### src/design/mtrs_pkg.sv
`timescale 1ns / 1ps
`default_nettype none

package mtrs_pkg;

  localparam int BLOCK_EDGE     = 8;
  localparam int MAX_MCU_BLOCKS = 4;
  localparam int EDGE_SHIFT     = $clog2(BLOCK_EDGE);
  localparam int QUEUE_DEPTH    = 4;
  localparam int REM_W          = 32;
  localparam int REM_DIV_W      = 16;
  localparam int RECIP3         = 171;
  localparam int RECIP3_SHIFT   = 9;

  typedef enum logic [1:0] {
    REG_IMAGE_WIDTH  = 2'd0,
    REG_IMAGE_HEIGHT = 2'd1,
    REG_STRIP_ROWS   = 2'd2,
    REG_DATA_BASE    = 2'd3
  } reg_index_t;

  typedef enum logic [2:0] {
    ST_RUN,
    ST_MUL,
    ST_STRIP,
    ST_SMUL,
    ST_REMH,
    ST_REMP,
    ST_FIN
  } place_state_t;

  typedef struct packed {
    logic        first;
    logic [2:0]  bh;
    logic [2:0]  bv;
    logic [4:0]  row;
    logic [5:0]  col;
    logic [23:0] rgb;
  } pix_t;

  typedef struct packed {
    logic [13:0] height;
    logic [13:0] strip_rows;
    logic [15:0] row_bytes;
    logic [31:0] data_base;
  } cfg_t;

  typedef struct packed {
    logic                 start;
    logic [REM_W-1:0]     dividend;
    logic [REM_DIV_W-1:0] divisor;
  } rem_req_t;

  typedef struct packed {
    logic                 done;
    logic [REM_DIV_W-1:0] rem;
  } rem_rsp_t;

  function automatic logic [2:0] clamp_blocks(input logic [2:0] v);
    logic [2:0] r;
    if (v == 3'd0) begin
      r = 3'd1;
    end else if (v > 3'(MAX_MCU_BLOCKS)) begin
      r = 3'(MAX_MCU_BLOCKS);
    end else begin
      r = v;
    end
    return r;
  endfunction

  function automatic logic [5:0] blk_px(input logic [2:0] b);
    logic [5:0] r;
    r = {3'b000, b} << EDGE_SHIFT;
    return r;
  endfunction

endpackage

`default_nettype wire

### src/design/mtrs_rem.sv
`timescale 1ns / 1ps
`default_nettype none

module mtrs_rem (
  input  wire logic              clk,
  input  wire logic              rst_n,
  input  wire mtrs_pkg::rem_req_t req,
  output mtrs_pkg::rem_rsp_t     rsp
);
  import mtrs_pkg::*;

  localparam int CNT_W = $clog2(REM_W);

  logic                 busy_r;
  logic                 done_r;
  logic [CNT_W-1:0]     cnt_r;
  logic [REM_W-1:0]     dvd_r;
  logic [REM_DIV_W-1:0] dvs_r;
  logic [REM_DIV_W-1:0] rem_r;
  logic [REM_DIV_W:0]   trial;
  logic [REM_DIV_W-1:0] rem_nxt;

  always_comb begin
    trial = {rem_r, dvd_r[REM_W-1]};
    if (trial >= {1'b0, dvs_r}) begin
      rem_nxt = REM_DIV_W'(trial - {1'b0, dvs_r});
    end else begin
      rem_nxt = trial[REM_DIV_W-1:0];
    end
  end

  always_ff @(posedge clk) begin
    if (!rst_n) begin
      busy_r <= 1'b0;
      done_r <= 1'b0;
      cnt_r  <= '0;
    end else begin
      done_r <= 1'b0;
      if (req.start) begin
        busy_r <= 1'b1;
        cnt_r  <= '0;
      end else if (busy_r) begin
        cnt_r <= cnt_r + 1'b1;
        if (cnt_r == CNT_W'(REM_W - 1)) begin
          busy_r <= 1'b0;
          done_r <= 1'b1;
        end
      end
    end
  end

  always_ff @(posedge clk) begin
    if (req.start) begin
      dvd_r <= req.dividend;
      dvs_r <= req.divisor;
      rem_r <= '0;
    end else if (busy_r) begin
      dvd_r <= {dvd_r[REM_W-2:0], 1'b0};
      rem_r <= rem_nxt;
    end
  end

  assign rsp.done = done_r;
  assign rsp.rem  = rem_r;

endmodule

`default_nettype wire

### src/design/mtrs_queue.sv
`timescale 1ns / 1ps
`default_nettype none

module mtrs_queue #(
  parameter int DEPTH = mtrs_pkg::QUEUE_DEPTH
) (
  input  wire logic          clk,
  input  wire logic          rst_n,
  input  wire logic          push,
  input  wire mtrs_pkg::pix_t wr_data,
  input  wire logic          pop,
  output mtrs_pkg::pix_t     rd_data,
  output logic               not_empty,
  output logic               full
);
  import mtrs_pkg::*;

  localparam int PTR_W = $clog2(DEPTH);
  localparam int CNT_W = $clog2(DEPTH + 1);

  pix_t             slots_r [DEPTH];
  logic [PTR_W-1:0] wr_ptr_r;
  logic [PTR_W-1:0] rd_ptr_r;
  logic [CNT_W-1:0] count_r;

  always_ff @(posedge clk) begin
    if (!rst_n) begin
      wr_ptr_r <= '0;
      rd_ptr_r <= '0;
      count_r  <= '0;
    end else begin
      if (push) begin
        wr_ptr_r <= (wr_ptr_r == PTR_W'(DEPTH - 1)) ? '0 : wr_ptr_r + 1'b1;
      end
      if (pop) begin
        rd_ptr_r <= (rd_ptr_r == PTR_W'(DEPTH - 1)) ? '0 : rd_ptr_r + 1'b1;
      end
      if (push && !pop) begin
        count_r <= count_r + 1'b1;
      end else if (pop && !push) begin
        count_r <= count_r - 1'b1;
      end
    end
  end

  always_ff @(posedge clk) begin
    if (push) begin
      slots_r[wr_ptr_r] <= wr_data;
    end
  end

  assign rd_data   = slots_r[rd_ptr_r];
  assign not_empty = (count_r != '0);
  assign full      = (count_r == CNT_W'(DEPTH));

endmodule

`default_nettype wire

### src/design/mtrs_front.sv
`timescale 1ns / 1ps
`default_nettype none

module mtrs_front (
  input  wire logic        clk,
  input  wire logic        rst_n,
  input  wire logic        in_valid,
  output logic             in_stall,
  input  wire logic [2:0]  in_blocks_h,
  input  wire logic [2:0]  in_blocks_v,
  input  wire logic [23:0] in_pixel_rgb,
  input  wire logic        q_full,
  output logic             push,
  output mtrs_pkg::pix_t   entry
);
  import mtrs_pkg::*;

  logic [4:0] pixel_row_r;
  logic [5:0] pixel_col_r;
  logic [4:0] pixel_row_nxt;
  logic [5:0] pixel_col_nxt;
  logic [2:0] bh;
  logic [2:0] bv;
  logic [6:0] col_p1;
  logic [5:0] row_p1;

  assign bh       = clamp_blocks(in_blocks_h);
  assign bv       = clamp_blocks(in_blocks_v);
  assign in_stall = q_full;
  assign push     = in_valid && !q_full;

  always_comb begin
    col_p1        = {1'b0, pixel_col_r} + 7'd1;
    row_p1        = {1'b0, pixel_row_r} + 6'd1;
    pixel_col_nxt = col_p1[5:0];
    pixel_row_nxt = pixel_row_r;
    if (col_p1 >= {1'b0, blk_px(bh)}) begin
      pixel_col_nxt = '0;
      pixel_row_nxt = (row_p1 >= blk_px(bv)) ? 5'd0 : row_p1[4:0];
    end
  end

  always_comb begin
    entry.first = (pixel_row_r == '0) && (pixel_col_r == '0);
    entry.bh    = bh;
    entry.bv    = bv;
    entry.row   = pixel_row_r;
    entry.col   = pixel_col_r;
    entry.rgb   = in_pixel_rgb;
  end

  always_ff @(posedge clk) begin
    if (!rst_n) begin
      pixel_row_r <= '0;
      pixel_col_r <= '0;
    end else if (push) begin
      pixel_row_r <= pixel_row_nxt;
      pixel_col_r <= pixel_col_nxt;
    end
  end

endmodule

`default_nettype wire

### src/design/mtrs_back.sv
`timescale 1ns / 1ps
`default_nettype none

module mtrs_back (
  input  wire logic           clk,
  input  wire logic           rst_n,
  input  wire mtrs_pkg::cfg_t cfg,
  input  wire mtrs_pkg::pix_t head,
  input  wire logic           head_valid,
  output logic                pop,
  output logic                out_valid,
  input  wire logic           out_stall,
  output logic [31:0]         out_byte_address,
  output logic [7:0]          out_red,
  output logic [7:0]          out_green,
  output logic [7:0]          out_blue
);
  import mtrs_pkg::*;

  place_state_t state_r;
  place_state_t state_nxt;

  rem_req_t rem_req;
  rem_rsp_t rem_rsp;

  logic [12:0] strip_index_r;
  logic [31:0] mcu_position_r;
  logic [31:0] mcu_start_r;
  logic [5:0]  kept_cols_r;
  logic [5:0]  kept_rows_r;
  logic        placed_r;

  logic [27:0] t1_r;
  logic [27:0] t2_r;
  logic [29:0] sbytes_r;
  logic [21:0] down_r;
  logic        last_r;
  logic [31:0] prod_r;
  logic [13:0] hrem_r;
  logic [15:0] used_r;

  logic        out_valid_r;
  logic [31:0] out_addr_r;
  logic [23:0] out_rgb_r;

  logic [12:0] si_inc;
  logic [27:0] t1_nxt;
  logic [27:0] t2_nxt;
  logic [29:0] sbytes_nxt;
  logic [21:0] down_nxt;
  logic [5:0]  bv_m1;
  logic [32:0] reach;
  logic [27:0] height_w;
  logic        advance;
  logic [31:0] prod_nxt;

  logic [6:0]  span;
  logic        clip;
  logic [15:0] room;
  logic [14:0] room_q;
  logic [5:0]  cols;
  logic [7:0]  cols3;
  logic [31:0] pos_nxt;
  logic [31:0] start_nxt;
  logic [13:0] last_h;
  logic [13:0] rows_max;
  logic [5:0]  rows_px;
  logic [5:0]  rows;

  logic        keep;
  logic [20:0] row_off;
  logic [7:0]  col3;
  logic [31:0] addr_nxt;

  mtrs_rem u_rem (
    .clk   (clk),
    .rst_n (rst_n),
    .req   (rem_req),
    .rsp   (rem_rsp)
  );

  always_comb begin
    si_inc     = strip_index_r + 13'd1;
    t1_nxt     = {14'd0, {1'b0, strip_index_r} + 14'd1} * {14'd0, cfg.strip_rows};
    t2_nxt     = {14'd0, {1'b0, si_inc} + 14'd1} * {14'd0, cfg.strip_rows};
    sbytes_nxt = {16'd0, cfg.strip_rows} * {14'd0, cfg.row_bytes};
    bv_m1      = blk_px(head.bv) - 6'd1;
    down_nxt   = {16'd0, bv_m1} * {6'd0, cfg.row_bytes};
    height_w   = {14'd0, cfg.height};
    reach      = {1'b0, mcu_position_r} + {11'd0, down_r};
    advance    = (t1_r < height_w) && (reach >= {3'd0, sbytes_r});
    prod_nxt   = {19'd0, strip_index_r} * {2'd0, sbytes_r};
  end

  always_comb begin
    span      = {head.bh, 4'b0000} + {1'b0, head.bh, 3'b000};
    clip      = ({1'b0, used_r} + {10'd0, span}) > {1'b0, cfg.row_bytes};
    room      = cfg.row_bytes - used_r;
    room_q    = {8'd0, room[6:0]} * 15'(RECIP3);
    cols      = clip ? room_q[RECIP3_SHIFT+5:RECIP3_SHIFT] : blk_px(head.bh);
    cols3     = {1'b0, cols, 1'b0} + {2'b00, cols};
    pos_nxt   = mcu_position_r + (clip ? {10'd0, down_r} : 32'd0) + {24'd0, cols3};
    start_nxt = cfg.data_base + prod_r + mcu_position_r;
    last_h    = (hrem_r == '0) ? cfg.strip_rows : hrem_r;
    rows_max  = last_r ? last_h : cfg.strip_rows;
    rows_px   = blk_px(head.bv);
    rows      = ({8'd0, rows_px} > rows_max) ? rows_max[5:0] : rows_px;
  end

  always_comb begin
    keep     = ({1'b0, head.row} < kept_rows_r) && (head.col < kept_cols_r);
    row_off  = {16'd0, head.row} * {5'd0, cfg.row_bytes};
    col3     = {1'b0, head.col, 1'b0} + {2'b00, head.col};
    addr_nxt = mcu_start_r + {11'd0, row_off} + {24'd0, col3};
  end

  always_comb begin
    state_nxt = state_r;
    unique case (state_r)
      ST_RUN: begin
        if (head_valid && head.first && !placed_r) begin
          state_nxt = ST_MUL;
        end
      end
      ST_MUL:   state_nxt = ST_STRIP;
      ST_STRIP: state_nxt = ST_SMUL;
      ST_SMUL:  state_nxt = ST_REMH;
      ST_REMH: begin
        if (rem_rsp.done) begin
          state_nxt = ST_REMP;
        end
      end
      ST_REMP: begin
        if (rem_rsp.done) begin
          state_nxt = ST_FIN;
        end
      end
      ST_FIN:   state_nxt = ST_RUN;
      default:  state_nxt = ST_RUN;
    endcase
  end

  always_comb begin
    pop              = 1'b0;
    rem_req.start    = 1'b0;
    rem_req.dividend = mcu_position_r;
    rem_req.divisor  = cfg.row_bytes;
    unique case (state_r)
      ST_RUN: begin
        pop = head_valid && (!head.first || placed_r) && (!out_valid_r || !out_stall);
      end
      ST_SMUL: begin
        rem_req.start    = 1'b1;
        rem_req.dividend = {18'd0, cfg.height};
        rem_req.divisor  = {2'd0, cfg.strip_rows};
      end
      ST_REMH: begin
        rem_req.start = rem_rsp.done;
      end
      ST_MUL, ST_STRIP, ST_REMP, ST_FIN: begin
      end
      default: begin
      end
    endcase
  end

  always_ff @(posedge clk) begin
    if (!rst_n) begin
      state_r        <= ST_RUN;
      strip_index_r  <= '0;
      mcu_position_r <= '0;
      mcu_start_r    <= '0;
      kept_cols_r    <= '0;
      kept_rows_r    <= '0;
      placed_r       <= 1'b0;
      out_valid_r    <= 1'b0;
    end else begin
      state_r <= state_nxt;
      if (state_r == ST_STRIP && advance) begin
        strip_index_r  <= si_inc;
        mcu_position_r <= '0;
      end
      if (state_r == ST_FIN) begin
        mcu_position_r <= pos_nxt;
        mcu_start_r    <= start_nxt;
        kept_cols_r    <= cols;
        kept_rows_r    <= rows;
        placed_r       <= 1'b1;
      end
      if (pop) begin
        placed_r    <= 1'b0;
        out_valid_r <= keep;
      end else if (!out_stall) begin
        out_valid_r <= 1'b0;
      end
    end
  end

  always_ff @(posedge clk) begin
    if (state_r == ST_MUL) begin
      t1_r     <= t1_nxt;
      t2_r     <= t2_nxt;
      sbytes_r <= sbytes_nxt;
      down_r   <= down_nxt;
    end
    if (state_r == ST_STRIP) begin
      last_r <= advance ? (t2_r >= height_w) : (t1_r >= height_w);
    end
    if (state_r == ST_SMUL) begin
      prod_r <= prod_nxt;
    end
    if (state_r == ST_REMH && rem_rsp.done) begin
      hrem_r <= rem_rsp.rem[13:0];
    end
    if (state_r == ST_REMP && rem_rsp.done) begin
      used_r <= rem_rsp.rem;
    end
    if (pop && keep) begin
      out_addr_r <= addr_nxt;
      out_rgb_r  <= head.rgb;
    end
  end

  assign out_valid        = out_valid_r;
  assign out_byte_address = out_addr_r;
  assign out_red          = out_rgb_r[23:16];
  assign out_green        = out_rgb_r[15:8];
  assign out_blue         = out_rgb_r[7:0];

  a_place_sets_rows: assert property (@(posedge clk) disable iff (!rst_n)
    (state_r == ST_FIN) |=> (placed_r && (kept_rows_r != '0)))
    else $error("placement finished without a kept row");

  a_placed_holds_head: assert property (@(posedge clk) disable iff (!rst_n)
    placed_r |-> (head_valid && head.first))
    else $error("placement flag set without a first pixel at the queue head");

  a_kept_bounds: assert property (@(posedge clk) disable iff (!rst_n)
    (kept_cols_r <= 6'(BLOCK_EDGE * MAX_MCU_BLOCKS)) &&
    (kept_rows_r <= 6'(BLOCK_EDGE * MAX_MCU_BLOCKS)))
    else $error("kept size exceeds the largest MCU");

endmodule

`default_nettype wire

### src/design/mcu_to_raster_strip_writer.sv
// An ordinary pixel is pushed into the queue and, when popped from its head, registered
// at the output. The first pixel of an MCU waits at the queue head while its placement
// is worked out once per MCU, through the two 32-step remainder runs of the shared
// bit-serial remainder unit. Otherwise one pixel per cycle while out_stall is low.
// Reset (synchronous, active low) empties the queue, zeroes the counters and the kept
// placement results, and loads width 1, height 1, strip rows 8 and data base 0.
`timescale 1ns / 1ps
`default_nettype none

module mcu_to_raster_strip_writer #(
  parameter int QUEUE_DEPTH = mtrs_pkg::QUEUE_DEPTH
) (
  input  wire logic        clk,
  input  wire logic        rst_n,
  input  wire logic        cfg_we,
  input  wire logic [1:0]  cfg_index,
  input  wire logic [31:0] cfg_data,
  input  wire logic        in_valid,
  output logic             in_stall,
  input  wire logic [2:0]  in_blocks_h,
  input  wire logic [2:0]  in_blocks_v,
  input  wire logic [23:0] in_pixel_rgb,
  output logic             out_valid,
  input  wire logic        out_stall,
  output logic [31:0]      out_byte_address,
  output logic [7:0]       out_red,
  output logic [7:0]       out_green,
  output logic [7:0]       out_blue
);
  import mtrs_pkg::*;

  logic [13:0] img_width_r;
  logic [13:0] image_height_r;
  logic [13:0] strip_rows_r;
  logic [31:0] data_base_r;
  logic [13:0] width_1;
  cfg_t        cfg;

  pix_t entry;
  pix_t head;
  logic push;
  logic pop;
  logic q_full;
  logic q_not_empty;

  always_ff @(posedge clk) begin
    if (!rst_n) begin
      img_width_r    <= 14'd1;
      image_height_r <= 14'd1;
      strip_rows_r   <= 14'd8;
      data_base_r    <= '0;
    end else if (cfg_we) begin
      unique case (reg_index_t'(cfg_index))
        REG_IMAGE_WIDTH:  img_width_r    <= cfg_data[13:0];
        REG_IMAGE_HEIGHT: image_height_r <= cfg_data[13:0];
        REG_STRIP_ROWS:   strip_rows_r   <= cfg_data[13:0];
        REG_DATA_BASE:    data_base_r    <= cfg_data;
        default: begin
        end
      endcase
    end
  end

  always_comb begin
    width_1        = (img_width_r == '0) ? 14'd1 : img_width_r;
    cfg.height     = (image_height_r == '0) ? 14'd1 : image_height_r;
    cfg.strip_rows = (strip_rows_r == '0) ? 14'd1 : strip_rows_r;
    cfg.row_bytes  = {1'b0, width_1, 1'b0} + {2'b00, width_1};
    cfg.data_base  = data_base_r;
  end

  mtrs_front u_front (
    .clk          (clk),
    .rst_n        (rst_n),
    .in_valid     (in_valid),
    .in_stall     (in_stall),
    .in_blocks_h  (in_blocks_h),
    .in_blocks_v  (in_blocks_v),
    .in_pixel_rgb (in_pixel_rgb),
    .q_full       (q_full),
    .push         (push),
    .entry        (entry)
  );

  mtrs_queue #(
    .DEPTH (QUEUE_DEPTH)
  ) u_queue (
    .clk       (clk),
    .rst_n     (rst_n),
    .push      (push),
    .wr_data   (entry),
    .pop       (pop),
    .rd_data   (head),
    .not_empty (q_not_empty),
    .full      (q_full)
  );

  mtrs_back u_back (
    .clk              (clk),
    .rst_n            (rst_n),
    .cfg              (cfg),
    .head             (head),
    .head_valid       (q_not_empty),
    .pop              (pop),
    .out_valid        (out_valid),
    .out_stall        (out_stall),
    .out_byte_address (out_byte_address),
    .out_red          (out_red),
    .out_green        (out_green),
    .out_blue         (out_blue)
  );

endmodule

`default_nettype wire
### config.mk
export PLATFORM = sky130hd
export DESIGN_NAME = mcu_to_raster_strip_writer
export DESIGN_NICKNAME = d
export VERILOG_FILES = /design/src/design/mtrs_pkg.sv /design/src/design/mtrs_rem.sv /design/src/design/mtrs_queue.sv /design/src/design/mtrs_front.sv /design/src/design/mtrs_back.sv /design/src/design/mcu_to_raster_strip_writer.sv
export SDC_FILE = /design/constraint.sdc
export NUM_CORES = 2
export LEC_CHECK = 0
export BUFFER_PORTS_ARGS = -buffer_cell sky130_fd_sc_hd__buf_2
export CORE_ASPECT_RATIO = 0.7
export CORE_UTILIZATION = 40
export DETAILED_ROUTE_END_ITERATION = 12
export SLEW_MARGIN = 15
export SYNTH_ARGS = -nofsm -noshare
export SYNTH_HDL_FRONTEND = slang
export SYNTH_SLANG_ARGS = --single-unit
### constraint.sdc
create_clock -name clk -period 13.4 [get_ports clk]
set_input_delay 2.68 -clock clk [delete_from_list [all_inputs] [get_ports clk]]
set_output_delay 2.68 -clock clk [all_outputs]
set_load 0.02 [all_outputs]
==> impl_metrics.py <==
metrics = {
    "floorplanning": {
        "rows": 127,
        "die_w_um": 500,
        "floorplan.initialDensity": 0.404,
        "die_area_um2": 175000,
        "core_um2": 172000,
        "die_h_um": 351,
        "ios": 127,
    },
    "routing": {
        "dr_total_vias": 50800,
        "viasPerCell": 5.35,
        "post_drt_wl_per_cell_um": 21.5,
        "postRouteAntennaNets": 0,
        "drtIter0Drc": 4704,
        "wirelength_mm": 204,
        "drc_errors": 0,
        "firstDrtPassIters": 6,
    },
    "cts": {
        "post_cts.repair.setup_buffers": 0,
        "cts_root_buf": "clkbuf_16",
        "insertion_delay_ns": 0.69,
        "cts-hold-fix-buffers": 0,
        "cts_tree": "done",
        "clkTransAtPathRegs_ns": 0.07,
        "cts_buffer_depth": 3,
        "cts_sinks": 654,
        "numCtsBuffers": 70,
        "cts_max_level": 3,
        "cts_resized": 0,
    },
    "min_path": {
        "hold_class": "reg -> reg",
        "min_path_cells": 2,
        "min_from": "strip_rows_r[9]",
        "hold_path_end": "strip_rows_r[9]",
    },
    "cells_and_area": {
        "multiInputGateArea_um2": 46900,
        "stdcell_count": 9484,
        "most-common-layout-cells": "nand2_1 (1090), inv_1 (1043), fa_1 (886)",
        "seq_area_um2": 17500,
        "nNetsFinal": 8765,
        "synthToLayoutAreaGrowth_pct": 8.09,
        "layout-drive-gt1-share": 0.0645,
        "final_common_cell": "nand2_1",
        "fillCellCount": 16400,
    },
    "sta": {
        "max_freq_ghz": 0.0864,
        "report.final.slew_viol_count": 0,
        "skew_ns": 0.0326,
        "setup_violations": 0,
        "relSlewSlack": 0.255,
        "tightest_slew_ns": 1.11,
        "rsz0062_at_grt": "no",
        "period_needed_ns": 11.57,
        "finalHoldViolCount": 0,
        "finalCritPeriodShare": 0.863,
        "fin_tns_setup_ns": 0,
    },
    "synthesis": {
        "synth_area_um2": 69400,
        "avgSynthCellArea_um2": 9.76,
        "postSynth.asyncResetShare": 0,
        "synth_cell_types": 92,
        "ys_warn_count": 0,
        "ys_ff_latch": 654,
        "synth-edff-count": 443,
        "synth_area_leaders": "fa_1 (26%), edfxtp_1 (19%), ha_1 (13%), dfxtp_1 (6.1%), nand2_1 (5.9%)",
        "ys_seq_area_frac": 0.252,
        "synth_top_cell_area_share": 0.255,
        "synthFlopType": "edfxtp_1",
        "synth_area_leader_cell": "fa_1",
        "syn_nets": 8775,
        "synthCells": 7111,
    },
    "setup_path": {
        "cpPeakStageDelay_ns": 0.83,
        "r2r_slack_ns": 1.83,
        "reg2reg_to": "u_back.mcu_position_r[28]",
        "rr_startpoint": "img_width_r[11]",
        "path_delay_family": "adder cells",
        "worstSetupEndpointType": "flop",
        "worst_path_max_delay_cell": "ha_1",
        "critical_path_arrival_ns": 12.13,
        "worst_ep_required_time_ns": 13.96,
        "reg2reg_depth": 43,
        "cp_max_fo": 23,
        "path_buf_inv": 6,
        "crit_type": "reg -> reg",
        "crit_path_start_kind": "flop",
    },
    "pwr": {
        "ir_worst_vdd_mv": 0.147,
        "power.switching_mw": 3.87,
        "pwr-share-clk": 0.220,
        "p_leak_nw": 34.0,
        "netSwitchingFraction": 0.413,
        "powerDensity_nw_per_um2": 125,
        "power_frac_comb": 0.471,
        "internal_power_mw": 5.51,
        "seqPwrFrac": 0.309,
    },
    "job": {
        "maxCapViolations": 0,
    },
    "global_routing": {
        "grt_pass1_wl_mm": 314,
        "grt_max_degree": 71,
        "grt_util_all_layers": 0.236,
        "antenna_found_initial": 13,
        "grt_pass1_vias": 51100,
        "grt_overflow": 0,
    },
    "placement": {
        "placement.io_buffers": 126,
        "place_inst": 9351,
        "dp_hpwl_mm": 160,
        "routabilityCongestion": 0.957,
    },
    "outcome": {
        "status": "finished clean",
    },
}
cells in the mapped netlist (97+ instances only):
master and n:
nand2_1 1090, inv_1 1047, fa_1 886, ha_1 709, edfxtp_1 443, a21oi_1 319
nor2_1 309, and2_1 302, clkbuf_1 265, xnor2_1 229, dfxtp_1 211, o21ai_0 163
xor2_1 105, nand3_1 97
worst reg2reg max path: cells and delay by family, from the launching register on:
kind | cells | cell delay, ns
compound gates | 14 | 3.03
xor+xnor | 4 | 1.02
fa+ha+maj | 11 | 4.53
buf+inv | 6 | 0.47
flops | 1 | 0.51
simple gates | 8 | 1.89
layer usage:
metal	vias to the layer above	GRT usage	wire length, µm
li1	23000	-	-
met1	25600	0.363	98700
met2	1975	0.321	79100
met3	244	0.0705	22500
met4	6	0.0451	3750
met5	-	0.00352	105
through the flow:
stage / worst slack [ns] / utilization / total power, mW / area [µm²] / hold slack, ns
3_3_place_gp: 2.19 / 0.423 / 7.21 / 72700 / 0.442
2_1_floorplan: 3.16 / - / 5.90 / 69400 / 0.432
5_1_grt: 1.21 / 0.437 / 9.97 / 75000 / 0.467
6_report: 1.83 / 0.437 / 9.38 / 75000 / 0.455
4_1_cts: 1.97 / 0.437 / 9.35 / 75000 / 0.455
3_5_place_dp: 2.07 / 0.423 / 7.25 / 72700 / 0.446
worst max path at each step:
stage	start	end	slack (ns)	cells past startpoint
after floorplan	img_width_r[11]	u_back.mcu_position_r[28]	3.16	46
after global placement	img_width_r[11]	u_back.mcu_position_r[28]	2.19	43
after detailed placement	img_width_r[11]	u_back.mcu_position_r[28]	2.07	43
after CTS	img_width_r[11]	u_back.mcu_position_r[28]	1.97	43
after global routing	img_width_r[11]	u_back.mcu_position_r[28]	1.21	43
final	img_width_r[11]	u_back.mcu_position_r[28]	1.83	43
cell families (layout without fill, tap and decap cells):
group | count (synthesis) | in the layout | synth area share
AND/OR/NAND/NOR | 2211 | 2211 | 0.147
adder cells (fa/ha/maj) | 1598 | 1598 | 0.384
buffers and inverters | 1353 | 1401 | 0.0740
AO/OA/AOI/OAI | 868 | 868 | 0.0791
flip-flops | 654 | 654 | 0.252
XOR/XNOR | 341 | 341 | 0.0439
multiplexers | 86 | 86 | 0.0195
other | 0 | 3 | 0
area by class of cell:
type,instances,area share
timing repair buffer,223,0.0181
antenna,3,0.000100
tap,2322,0.0387
inverter,1048,0.0525
clock inverter,32,0.00540
sequential,654,0.234
clock buffer,98,0.0261
multi-input combinational,5104,0.625
power by group through the flow:
stage	Sequential [mW]	Clock (mW)	Combinational [mW]
2_1_floorplan	2.77	0	3.13
3_3_place_gp	2.92	0	4.28
3_5_place_dp	2.93	0	4.33
4_1_cts	2.89	2.10	4.36
5_1_grt	2.92	2.17	4.88
6_report	2.90	2.06	4.42
registers in the layout (all words and copies together) (netlist names), 30 cells and up, named ones only:
signal / count
u_back.prod_r: 32
data_base_r: 32
u_queue.slots_r: 168
u_back.u_rem.dvd_r: 32
u_back.mcu_start_r: 32
u_back.mcu_position_r: 32
u_back.out_byte_address: 32
u_back.sbytes_r: 30
Power figures use the tool's default switching activity.
